===== src/sv/fpl_pkg.sv =====
// Shared types, constants and helpers for the fixed-point ladder filter.
// Used by fpl_alu, fixed_point_ladder_filter and tb; depends on nothing else.
package fpl_pkg;

    localparam int STAGES       = 4;
    localparam int SAMPLE_WIDTH = 32;
    localparam int COEF_WIDTH   = 32;
    localparam int STG_W        = (STAGES > 1) ? $clog2(STAGES) : 1;
    localparam int CFG_IDX_W    = 2;

    typedef logic signed [SAMPLE_WIDTH-1:0] t_sample;
    typedef logic signed [COEF_WIDTH-1:0]   t_coef;

    // Register indexes of the configuration port.
    typedef enum logic [CFG_IDX_W-1:0] {
        CFG_CUTOFF    = 2'd0,
        CFG_RESONANCE = 2'd1,
        CFG_FB_SHIFT  = 2'd2,
        CFG_MODE      = 2'd3
    } t_cfg_idx;

    // Filter modes; the unused code behaves as lowpass.
    typedef enum logic [1:0] {
        MODE_LOWPASS  = 2'd0,
        MODE_HIGHPASS = 2'd1,
        MODE_OVERSAMP = 2'd2,
        MODE_SPARE    = 2'd3
    } t_mode;

    // Operations of the shared arithmetic unit.
    typedef enum logic [2:0] {
        OP_ADD,
        OP_SUB,
        OP_HADD,
        OP_MUL,
        OP_SHL
    } t_op;

    // One request to the shared unit.
    typedef struct packed {
        t_op     op;
        t_sample a;
        t_sample b;
        t_coef   c;
    } t_alu_req;

    typedef enum logic [3:0] {
        ST_IDLE,
        ST_MID,
        ST_FB_AVG,
        ST_FB_MUL,
        ST_FB_SHL,
        ST_IN_ADD,
        ST_IN_SUB,
        ST_MUL,
        ST_UPD,
        ST_DIFF,
        ST_POST
    } t_state;

    localparam logic signed [63:0] SMAX = 64'((64'sd1 <<< (SAMPLE_WIDTH - 1)) - 64'sd1);
    localparam logic signed [63:0] SMIN = -SMAX - 64'sd1;

    // Clamp a wide signed value to the sample range.
    function automatic t_sample sat_wide(input logic signed [63:0] v);
        t_sample r;
        if (v > SMAX) begin
            r = t_sample'(SMAX);
        end else if (v < SMIN) begin
            r = t_sample'(SMIN);
        end else begin
            r = t_sample'(v);
        end
        return r;
    endfunction

endpackage


===== src/sv/fpl_alu.sv =====
// Shared saturating arithmetic unit of the ladder filter: add, subtract,
// halved add, Q31 multiply and left shift. Depends on fpl_pkg.
module fpl_alu import fpl_pkg::*; (
    input  t_alu_req i_req,
    output t_sample  o_res
);

    localparam int PROD_W = COEF_WIDTH + SAMPLE_WIDTH;

    logic signed [63:0]       ext_a;
    logic signed [63:0]       ext_b;
    logic signed [PROD_W-1:0] prod;
    logic signed [63:0]       wide;

    assign ext_a = 64'(i_req.a);
    assign ext_b = 64'(i_req.b);
    assign prod  = PROD_W'(i_req.c) * PROD_W'(i_req.b);

    always_comb begin
        unique case (i_req.op)
            OP_ADD:  wide = ext_a + ext_b;
            OP_SUB:  wide = ext_a - ext_b;
            OP_HADD: wide = (ext_a >>> 1) + (ext_b >>> 1);
            // Product shifted right by 31 with floor, i.e. truncation.
            OP_MUL:  wide = 64'(prod >>> 31);
            OP_SHL:  wide = ext_a <<< i_req.b[1:0];
            default: wide = ext_a;
        endcase
    end

    assign o_res = sat_wide(wide);

endmodule


===== src/sv/fixed_point_ladder_filter.sv =====
// Top level of the fixed-point four-pole ladder filter: stream ports,
// configuration registers and the sequencer. Depends on fpl_pkg, fpl_alu.

// The filter takes one signed Q31 sample per input transaction and returns
// one filtered sample per output transaction. Every operation of the ladder
// (saturating add, subtract, halved add, left shift and the truncating Q31
// multiply) runs through a single shared arithmetic unit, one operation per
// clock while the sequencer is not holding. A ladder run forms the feedback
// term (halved add, multiply, shift) and the first stage input (add,
// subtract), then gives each stage a multiply and an update, with a
// difference step ahead of every further stage, and ends in a post step.
// Lowpass and highpass items run the ladder once after the accept step;
// oversampled items take a midpoint step and then run it twice. The input side is ready only while
// the sequencer is idle. A finished result sits in the output register and
// the next item may be accepted while it waits; the sequencer holds in its
// last step only if a second result is ready before the first was taken.
// Configuration writes are always accepted and should be issued only while
// no item is in flight. Feedback shift code three acts as two and mode code
// three acts as lowpass.
module fixed_point_ladder_filter import fpl_pkg::*; (
    input  logic                 i_clk,
    input  logic                 i_rst_n,
    // Input stream.
    input  logic                 i_s_axis_tvalid,
    output logic                 o_s_axis_tready,
    input  logic [31:0]          i_s_axis_tdata,  // [31:0] sample_in
    // Output stream.
    output logic                 o_m_axis_tvalid,
    input  logic                 i_m_axis_tready,
    output logic [31:0]          o_m_axis_tdata,  // [31:0] sample_out
    // Configuration write channel.
    input  logic                 i_cfg_valid,
    output logic                 o_cfg_ready,
    input  logic [CFG_IDX_W-1:0] i_cfg_index,
    input  logic [31:0]          i_cfg_data
);

    // Configuration registers.
    logic [30:0] r_cutoff;
    t_coef       r_resonance;
    logic [1:0]  r_fb_shift;
    t_mode       r_mode;

    // Filter state. The stage ring rotates by one place per stage update, so
    // the stage being worked on always sits in slot 0 and the freshly
    // updated previous stage in the last slot; after a full run the ring is
    // back in order.
    t_sample     r_stage [STAGES];
    t_sample     r_prev_last;
    t_sample     r_prev_in;

    // Working registers.
    t_state      r_state;
    t_state      n_state;
    logic [STG_W-1:0] r_stg;
    logic        r_pass;
    t_sample     r_x;
    t_sample     r_lin;
    t_sample     r_t;
    t_sample     r_half;
    t_sample     r_y;
    logic        r_out_valid;

    t_alu_req    alu_req;
    t_sample     alu_res;
    logic        in_fire;
    logic        out_fire;
    logic        cfg_fire;
    logic        out_blocked;
    logic        last_stage;
    logic        run_again;
    logic        post_done;
    logic [1:0]  shl_amt;
    t_sample     in_sample;

    fpl_alu u_alu (
        .i_req (alu_req),
        .o_res (alu_res)
    );

    assign o_s_axis_tready = (r_state == ST_IDLE);
    assign o_cfg_ready     = 1'b1;
    assign o_m_axis_tvalid = r_out_valid;
    assign o_m_axis_tdata  = 32'(r_y);

    assign in_fire     = i_s_axis_tvalid && o_s_axis_tready;
    assign out_fire    = r_out_valid && i_m_axis_tready;
    assign cfg_fire    = i_cfg_valid && o_cfg_ready;
    assign out_blocked = r_out_valid && !i_m_axis_tready;
    assign last_stage  = (r_stg == STG_W'(STAGES - 1));
    assign run_again   = (r_mode == MODE_OVERSAMP) && !r_pass;
    assign post_done   = (r_state == ST_POST) && !run_again && !out_blocked;
    assign in_sample   = t_sample'(i_s_axis_tdata[SAMPLE_WIDTH-1:0]);
    assign shl_amt     = (r_fb_shift > 2'd2) ? 2'd0 : 2'd2 - r_fb_shift;

    // Sequencer: next state and the request to the shared unit.
    always_comb begin
        n_state   = r_state;
        alu_req.op = OP_ADD;
        alu_req.a  = r_t;
        alu_req.b  = '0;
        alu_req.c  = r_resonance;
        unique case (r_state)
            ST_IDLE: begin
                if (in_fire) begin
                    n_state = (r_mode == MODE_OVERSAMP) ? ST_MID : ST_FB_AVG;
                end
            end
            ST_MID: begin
                alu_req.op = OP_HADD;
                alu_req.a  = r_x;
                alu_req.b  = r_prev_in;
                n_state    = ST_FB_AVG;
            end
            ST_FB_AVG: begin
                alu_req.op = OP_HADD;
                alu_req.a  = r_stage[STAGES-1];
                alu_req.b  = r_prev_last;
                n_state    = ST_FB_MUL;
            end
            ST_FB_MUL: begin
                alu_req.op = OP_MUL;
                alu_req.b  = r_t;
                alu_req.c  = r_resonance;
                n_state    = ST_FB_SHL;
            end
            ST_FB_SHL: begin
                alu_req.op = OP_SHL;
                alu_req.a  = r_t;
                alu_req.b  = t_sample'(shl_amt);
                n_state    = ST_IN_ADD;
            end
            ST_IN_ADD: begin
                alu_req.op = OP_ADD;
                alu_req.a  = r_t;
                alu_req.b  = r_stage[0];
                n_state    = ST_IN_SUB;
            end
            ST_IN_SUB: begin
                alu_req.op = OP_SUB;
                alu_req.a  = r_lin;
                alu_req.b  = r_t;
                n_state    = ST_MUL;
            end
            ST_MUL: begin
                alu_req.op = OP_MUL;
                alu_req.b  = r_t;
                alu_req.c  = t_coef'(r_cutoff);
                n_state    = ST_UPD;
            end
            ST_UPD: begin
                alu_req.op = OP_ADD;
                alu_req.a  = r_stage[0];
                alu_req.b  = r_t;
                n_state    = last_stage ? ST_POST : ST_DIFF;
            end
            ST_DIFF: begin
                alu_req.op = OP_SUB;
                alu_req.a  = r_stage[STAGES-1];
                alu_req.b  = r_stage[0];
                n_state    = ST_MUL;
            end
            ST_POST: begin
                alu_req.a = r_stage[STAGES-1];
                if (r_mode == MODE_HIGHPASS) begin
                    alu_req.op = OP_SUB;
                    alu_req.a  = r_x;
                    alu_req.b  = r_stage[STAGES-1];
                end else if (r_mode == MODE_OVERSAMP) begin
                    alu_req.op = OP_HADD;
                    alu_req.a  = r_half;
                    alu_req.b  = r_stage[STAGES-1];
                end
                if (run_again) begin
                    n_state = ST_FB_AVG;
                end else if (!out_blocked) begin
                    n_state = ST_IDLE;
                end
            end
            default: n_state = ST_IDLE;
        endcase
    end

    always_ff @(posedge i_clk) begin
        if (!i_rst_n) begin
            r_state <= ST_IDLE;
        end else begin
            r_state <= n_state;
        end
    end

    // Configuration registers.
    always_ff @(posedge i_clk) begin
        if (!i_rst_n) begin
            r_cutoff    <= 31'd345505792;
            r_resonance <= 32'sd536870911;
            r_fb_shift  <= 2'd0;
            r_mode      <= MODE_LOWPASS;
        end else if (cfg_fire) begin
            unique case (t_cfg_idx'(i_cfg_index))
                CFG_CUTOFF:    r_cutoff    <= i_cfg_data[30:0];
                CFG_RESONANCE: r_resonance <= t_coef'(i_cfg_data);
                CFG_FB_SHIFT:  r_fb_shift  <= i_cfg_data[1:0];
                CFG_MODE:      r_mode      <= t_mode'(i_cfg_data[1:0]);
                default: ;
            endcase
        end
    end

    // Output valid: set when a finished item leaves the sequencer, cleared
    // when the output transaction completes. A new result may replace one
    // that is taken in the same cycle.
    always_ff @(posedge i_clk) begin
        if (!i_rst_n) begin
            r_out_valid <= 1'b0;
        end else if (post_done) begin
            r_out_valid <= 1'b1;
        end else if (out_fire) begin
            r_out_valid <= 1'b0;
        end
    end

    // Filter state, counters and output register.
    always_ff @(posedge i_clk) begin
        if (!i_rst_n) begin
            for (int k = 0; k < STAGES; k++) begin
                r_stage[k] <= '0;
            end
            r_prev_last <= '0;
            r_prev_in   <= '0;
            r_stg       <= '0;
            r_pass      <= 1'b0;
        end else begin
            unique case (r_state)
                ST_IDLE: begin
                    if (in_fire) begin
                        r_x    <= in_sample;
                        r_lin  <= in_sample;
                        r_pass <= 1'b0;
                    end
                end
                ST_MID: begin
                    r_lin <= alu_res;
                end
                ST_FB_AVG, ST_FB_MUL, ST_FB_SHL, ST_IN_ADD, ST_IN_SUB, ST_MUL,
                ST_DIFF: begin
                    r_t <= alu_res;
                end
                ST_UPD: begin
                    // The first stage update also retires the old last stage.
                    if (r_stg == '0) begin
                        r_prev_last <= r_stage[STAGES-1];
                    end
                    for (int k = 0; k < STAGES - 1; k++) begin
                        r_stage[k] <= r_stage[k+1];
                    end
                    r_stage[STAGES-1] <= alu_res;
                    r_stg <= last_stage ? '0 : r_stg + 1'b1;
                end
                ST_POST: begin
                    if (run_again) begin
                        r_half <= r_stage[STAGES-1];
                        r_lin  <= r_x;
                        r_pass <= 1'b1;
                    end else if (!out_blocked) begin
                        r_y         <= alu_res;
                        r_pass      <= 1'b0;
                        if (r_mode == MODE_OVERSAMP) begin
                            r_prev_in <= r_x;
                        end
                    end
                end
                default: ;
            endcase
        end
    end

    // The stage counter only moves while stages are being updated.
    a_stg_idle: assert property (@(posedge i_clk) disable iff (!i_rst_n)
        (r_state == ST_IDLE || r_state == ST_MID || r_state == ST_POST) |-> r_stg == '0)
        else $error("stage counter not at zero outside the ladder run");

    // An accepted item always starts the sequencer.
    a_accept_busy: assert property (@(posedge i_clk) disable iff (!i_rst_n)
        in_fire |=> r_state != ST_IDLE)
        else $error("accepted item did not start the sequencer");

    // The second oversampled pass never outlives its item.
    a_pass_busy: assert property (@(posedge i_clk) disable iff (!i_rst_n)
        r_pass |-> r_state != ST_IDLE)
        else $error("second-pass flag set while idle");

    // Leaving the final step toward idle always presents a result.
    a_post_out: assert property (@(posedge i_clk) disable iff (!i_rst_n)
        (r_state == ST_POST && n_state == ST_IDLE) |=> o_m_axis_tvalid)
        else $error("finished item produced no result");

endmodule


===== config.mk =====
export PLATFORM = sky130hd
export DESIGN_NAME = fixed_point_ladder_filter
export DESIGN_NICKNAME = d
export VERILOG_FILES = /design/src/sv/fpl_pkg.sv /design/src/sv/fpl_alu.sv /design/src/sv/fixed_point_ladder_filter.sv
export SDC_FILE = /design/constraint.sdc
export NUM_CORES = 2
export LEC_CHECK = 0
export CAP_MARGIN = 20
export CORE_AREA = 2 2 350 352
export DETAILED_ROUTE_END_ITERATION = 10
export DIE_AREA = 0 0 352 354
export DONT_BUFFER_PORTS = 1
export PLACE_DENSITY = 0.69
export RECOVER_POWER = 25
export SLEW_MARGIN = 20
export SYNTH_ARGS = -nofsm -noshare
export SYNTH_HDL_FRONTEND = slang
export SYNTH_SLANG_ARGS = --single-unit

===== constraint.sdc =====
create_clock -name i_clk -period 12.5 [get_ports i_clk]
set_input_delay 1.875 -clock i_clk [delete_from_list [all_inputs] [get_ports i_clk]]
set_output_delay 1.875 -clock i_clk [all_outputs]
set_load 0.01 [all_outputs]

==> impl_results.md <==
* Post-DP HPWL at 182500 microns
* Ys flop type: edfxtp_1
* Row cnt at 128
* Pleak at 0.02928 uW
* Critical path peak fanout at 19
* VDD IR-drop max at 0.1417 mV
* Minimum clock period at 12.23 ns
* Die area at 0.1246 sq mm
* H-Tree Level Count at 2
* Dpl cell area at 0.06223 sq mm
* Unrepaired setup endpoints after global routing: no
* Final period util at 97.84%
* CTS tree: built
* Worst path top cell family by delay: adder cells
* Fillcell total at 11140
* Syn nets at 8087
* DR vias at 50650
* CTS clk-pin slew, worst paths at 0.07 ns
* Area delta synth->final at 5.833%
* Slew @ Worst Pin at 5.730 ns
* Fraction of registers with async set or reset after synthesis at 0%
* Crit path capture type: flop
* Setup TNS at 0 ns
* # IOs at 106
* Antenna violations before repair at 9
* CTS buffer count at 40
* Int Power at 3521 uW
* Cells after Synth at 6685
* YS warnings at 0
* First-pass GRT wire length at 340400 microns
* Net Sw Frac at 46.05%
* Normalized max-slew margin at -282.0%
* Reg power frac at 25.6%
* Sw power at 3005 uW
* Post-Syn Area at 0.06006 sq mm
* Worst hold path type: flop to flop
* GRT Residual Overflow at 0
* Synth unique cells at 98
* Port bufs at 0
* Outcome: finished, violations left
* Worst reg2reg setup slack at 0.27 ns
* Core Area at 0.1209 sq mm
* Worst path slowest cell: dfxtp_1
* Comb pwr share at 55.0%
* Clock Latency Late Sink at 0.58 ns
* Clk sinks at 427
* Pre-Repair DR Iteration Count at 10
* Post-route ant nets at 0
* Peak Freq at 81.77 MHz
* Avg Cell Area, Syn at 8.984 sq um
* #FFs+latches synth at 427
* Die H at 354 microns
* CP dominant cell by count: fa_1
* Clk root buf: clkbuf_16
* Fin Clk Skew at 0.04119 ns
* RD Place Congestion at 1.044
* Seq/Total Area, Yosys at 19.03%
* Final Cell Area at 0.06356 sq mm
* Vias in the first global route at 51150
* Max-slew violation count at 162
* Critical path data required time at 12.81 ns
* DRT iter0 DRCs at 7325
* # Post-CTS Setup Buffers at 0
* Largest net degree at the start of global routing at 241
* Max-cap violations at 2
* Share of post-route cells with drive strength above 1 at 5.522%
* DIE WIDTH at 352 microns
* Worst Setup Start Kind: flop
* Crit Path Category: flop to flop
* Pwr per Cell Area at 102.7 mW/mm^2
* Failing checks: max-capacitance violations, max-slew violations
* GRT Util Overall at 36.73%
* Post-synth EDFFs at 288
* Clock share of power at 19.5%
* CP max stage delay at 0.82 ns
* WP data arrival at 12.54 ns
* Starting density of the core at 49.67%
* Final hold viol count at 0
* CTS Buffer Depth at 3
* Via-to-Cell Ratio at 6.200
* Final wirelength at 228600 microns
* Final setup viols at 0
* Fin nets at 7911
* Drc violations at 0
* WL per Instance at 27.98 microns
* WP buf/inv at 5
==> layout make-up <==
class / count / area [sq um] / area share [%]
antenna: 7 / 17.52 / 0.02756
clock buffer: 58 / 1150 / 1.809
clock inverter: 13 / 181.4 / 0.2854
inverter: 1013 / 3806 / 5.988
multi-input combinational: 4824 / 43350 / 68.20
sequential: 427 / 11430 / 17.99
tap: 1625 / 2033 / 3.199
timing repair buffer: 203 / 1592 / 2.504
==> Yosys cell counts (103+ instances only) <==
cell | number | area [sq um]
ha_1 | 247 | 3090
fa_1 | 1084 | 21700
o21ai_0 | 156 | 780.8
and3_1 | 112 | 700.7
clkbuf_1 | 341 | 1280
dfxtp_1 | 139 | 2783
a21oi_1 | 205 | 1026
nor2_1 | 704 | 2643
a21boi_0 | 103 | 773.2
inv_1 | 1002 | 3761
nand2_1 | 1122 | 4212
edfxtp_1 | 288 | 8648
==> stage by stage <==
stage	setup slack, ns	std cells	utilization, %	power (uW)	hold WS (ns)
finish	0.2701	8170	52.57	6527	0.4637
global route	0.05182	8165	52.56	6825	0.4820
CTS	0.3937	8163	52.57	6422	0.4645
detailed placement	0.4441	8092	51.47	5133	0.4522
global placement	0.6397	8092	51.47	5116	0.4487
floorplan	1.517	6685	-	3895	0.4404
==> final timing paths <==
check,startpoint,cells after the start,to
setup / recovery,r_state[2],30,r_stage[3][6]
hold / removal,r_prev_in[11],2,r_prev_in[11]
setup reg to reg,r_state[2],30,r_stage[3][6]
hold reg to reg,r_prev_in[11],2,r_prev_in[11]
==> power by group through the flow <==
stage          clock network, uW  registers, uW  logic (uW)
5_1_grt                     1330           1670        3820
3_3_place_gp                   0           1690        3420
2_1_floorplan                  0           1670        2220
4_1_cts                     1270           1660        3480
6_report                    1270           1670        3590
3_5_place_dp                   0           1700        3440
==> logic make-up after synthesis <==
group | synth area share, %
other | 0.006244
muxes | 0.8895
adders and majority gates | 41.28
AOI/OAI and AO/OA | 11.43
and+or+nand+nor | 16.97
xor gates and xnor gates | 1.312
buffers and inverters | 9.087
DFF | 19.03
==> tightest hold or removal path, stage by stage (launching register included) <==
cell	delay (ns)
dfxtp_1	0.31
nand2_1	0.04
a21boi_0	0.06
==> cell usage in the layout (no fill, tap or decap), types with 51 or more instances in the layout <==
cell / count
nor3_1: 62
a22oi_1: 60
a21boi_0: 103
ha_1: 247
nand2_1: 1121
buf_4: 195
dfxtp_1: 138
and3_1: 109
edfxtp_1: 288
fa_1: 1084
xnor2_1: 75
inv_1: 1001
and2_1: 51
o21ai_0: 156
nor2_1: 701
a222oi_1: 60
nand3_1: 100
a21oi_1: 200
==> metal layers <==
| metal | wire [microns] | GRT usage, % |
|---|---|---|
| met1 | 83370 | 47.59 |
| met2 | 101800 | 57.03 |
| met5 | 0 | 0 |
| met3 | 24680 | 6.753 |
| met4 | 18760 | 23.50 |
==> what timing repair did <==
action,CTS,global route
gates resized for setup,0,3
hold buffers,0,0
endpoints found under the hold margin,0,0
setup endpoints to repair,0,28
==> sequential cells by signal, summed over array words and instances, names as in the netlist, 2 cells and up <==
register        flops
o_m_axis_tdata     32
r_lin              32
r_prev_last        32
r_stg               2
r_x                32
r_half             32
r_cutoff           31
r_t                32
r_fb_shift          2
r_mode              2
r_prev_in          32
r_stage           128
r_state             4
r_resonance        32
Note: power is estimated with default switching activity, not from simulation.
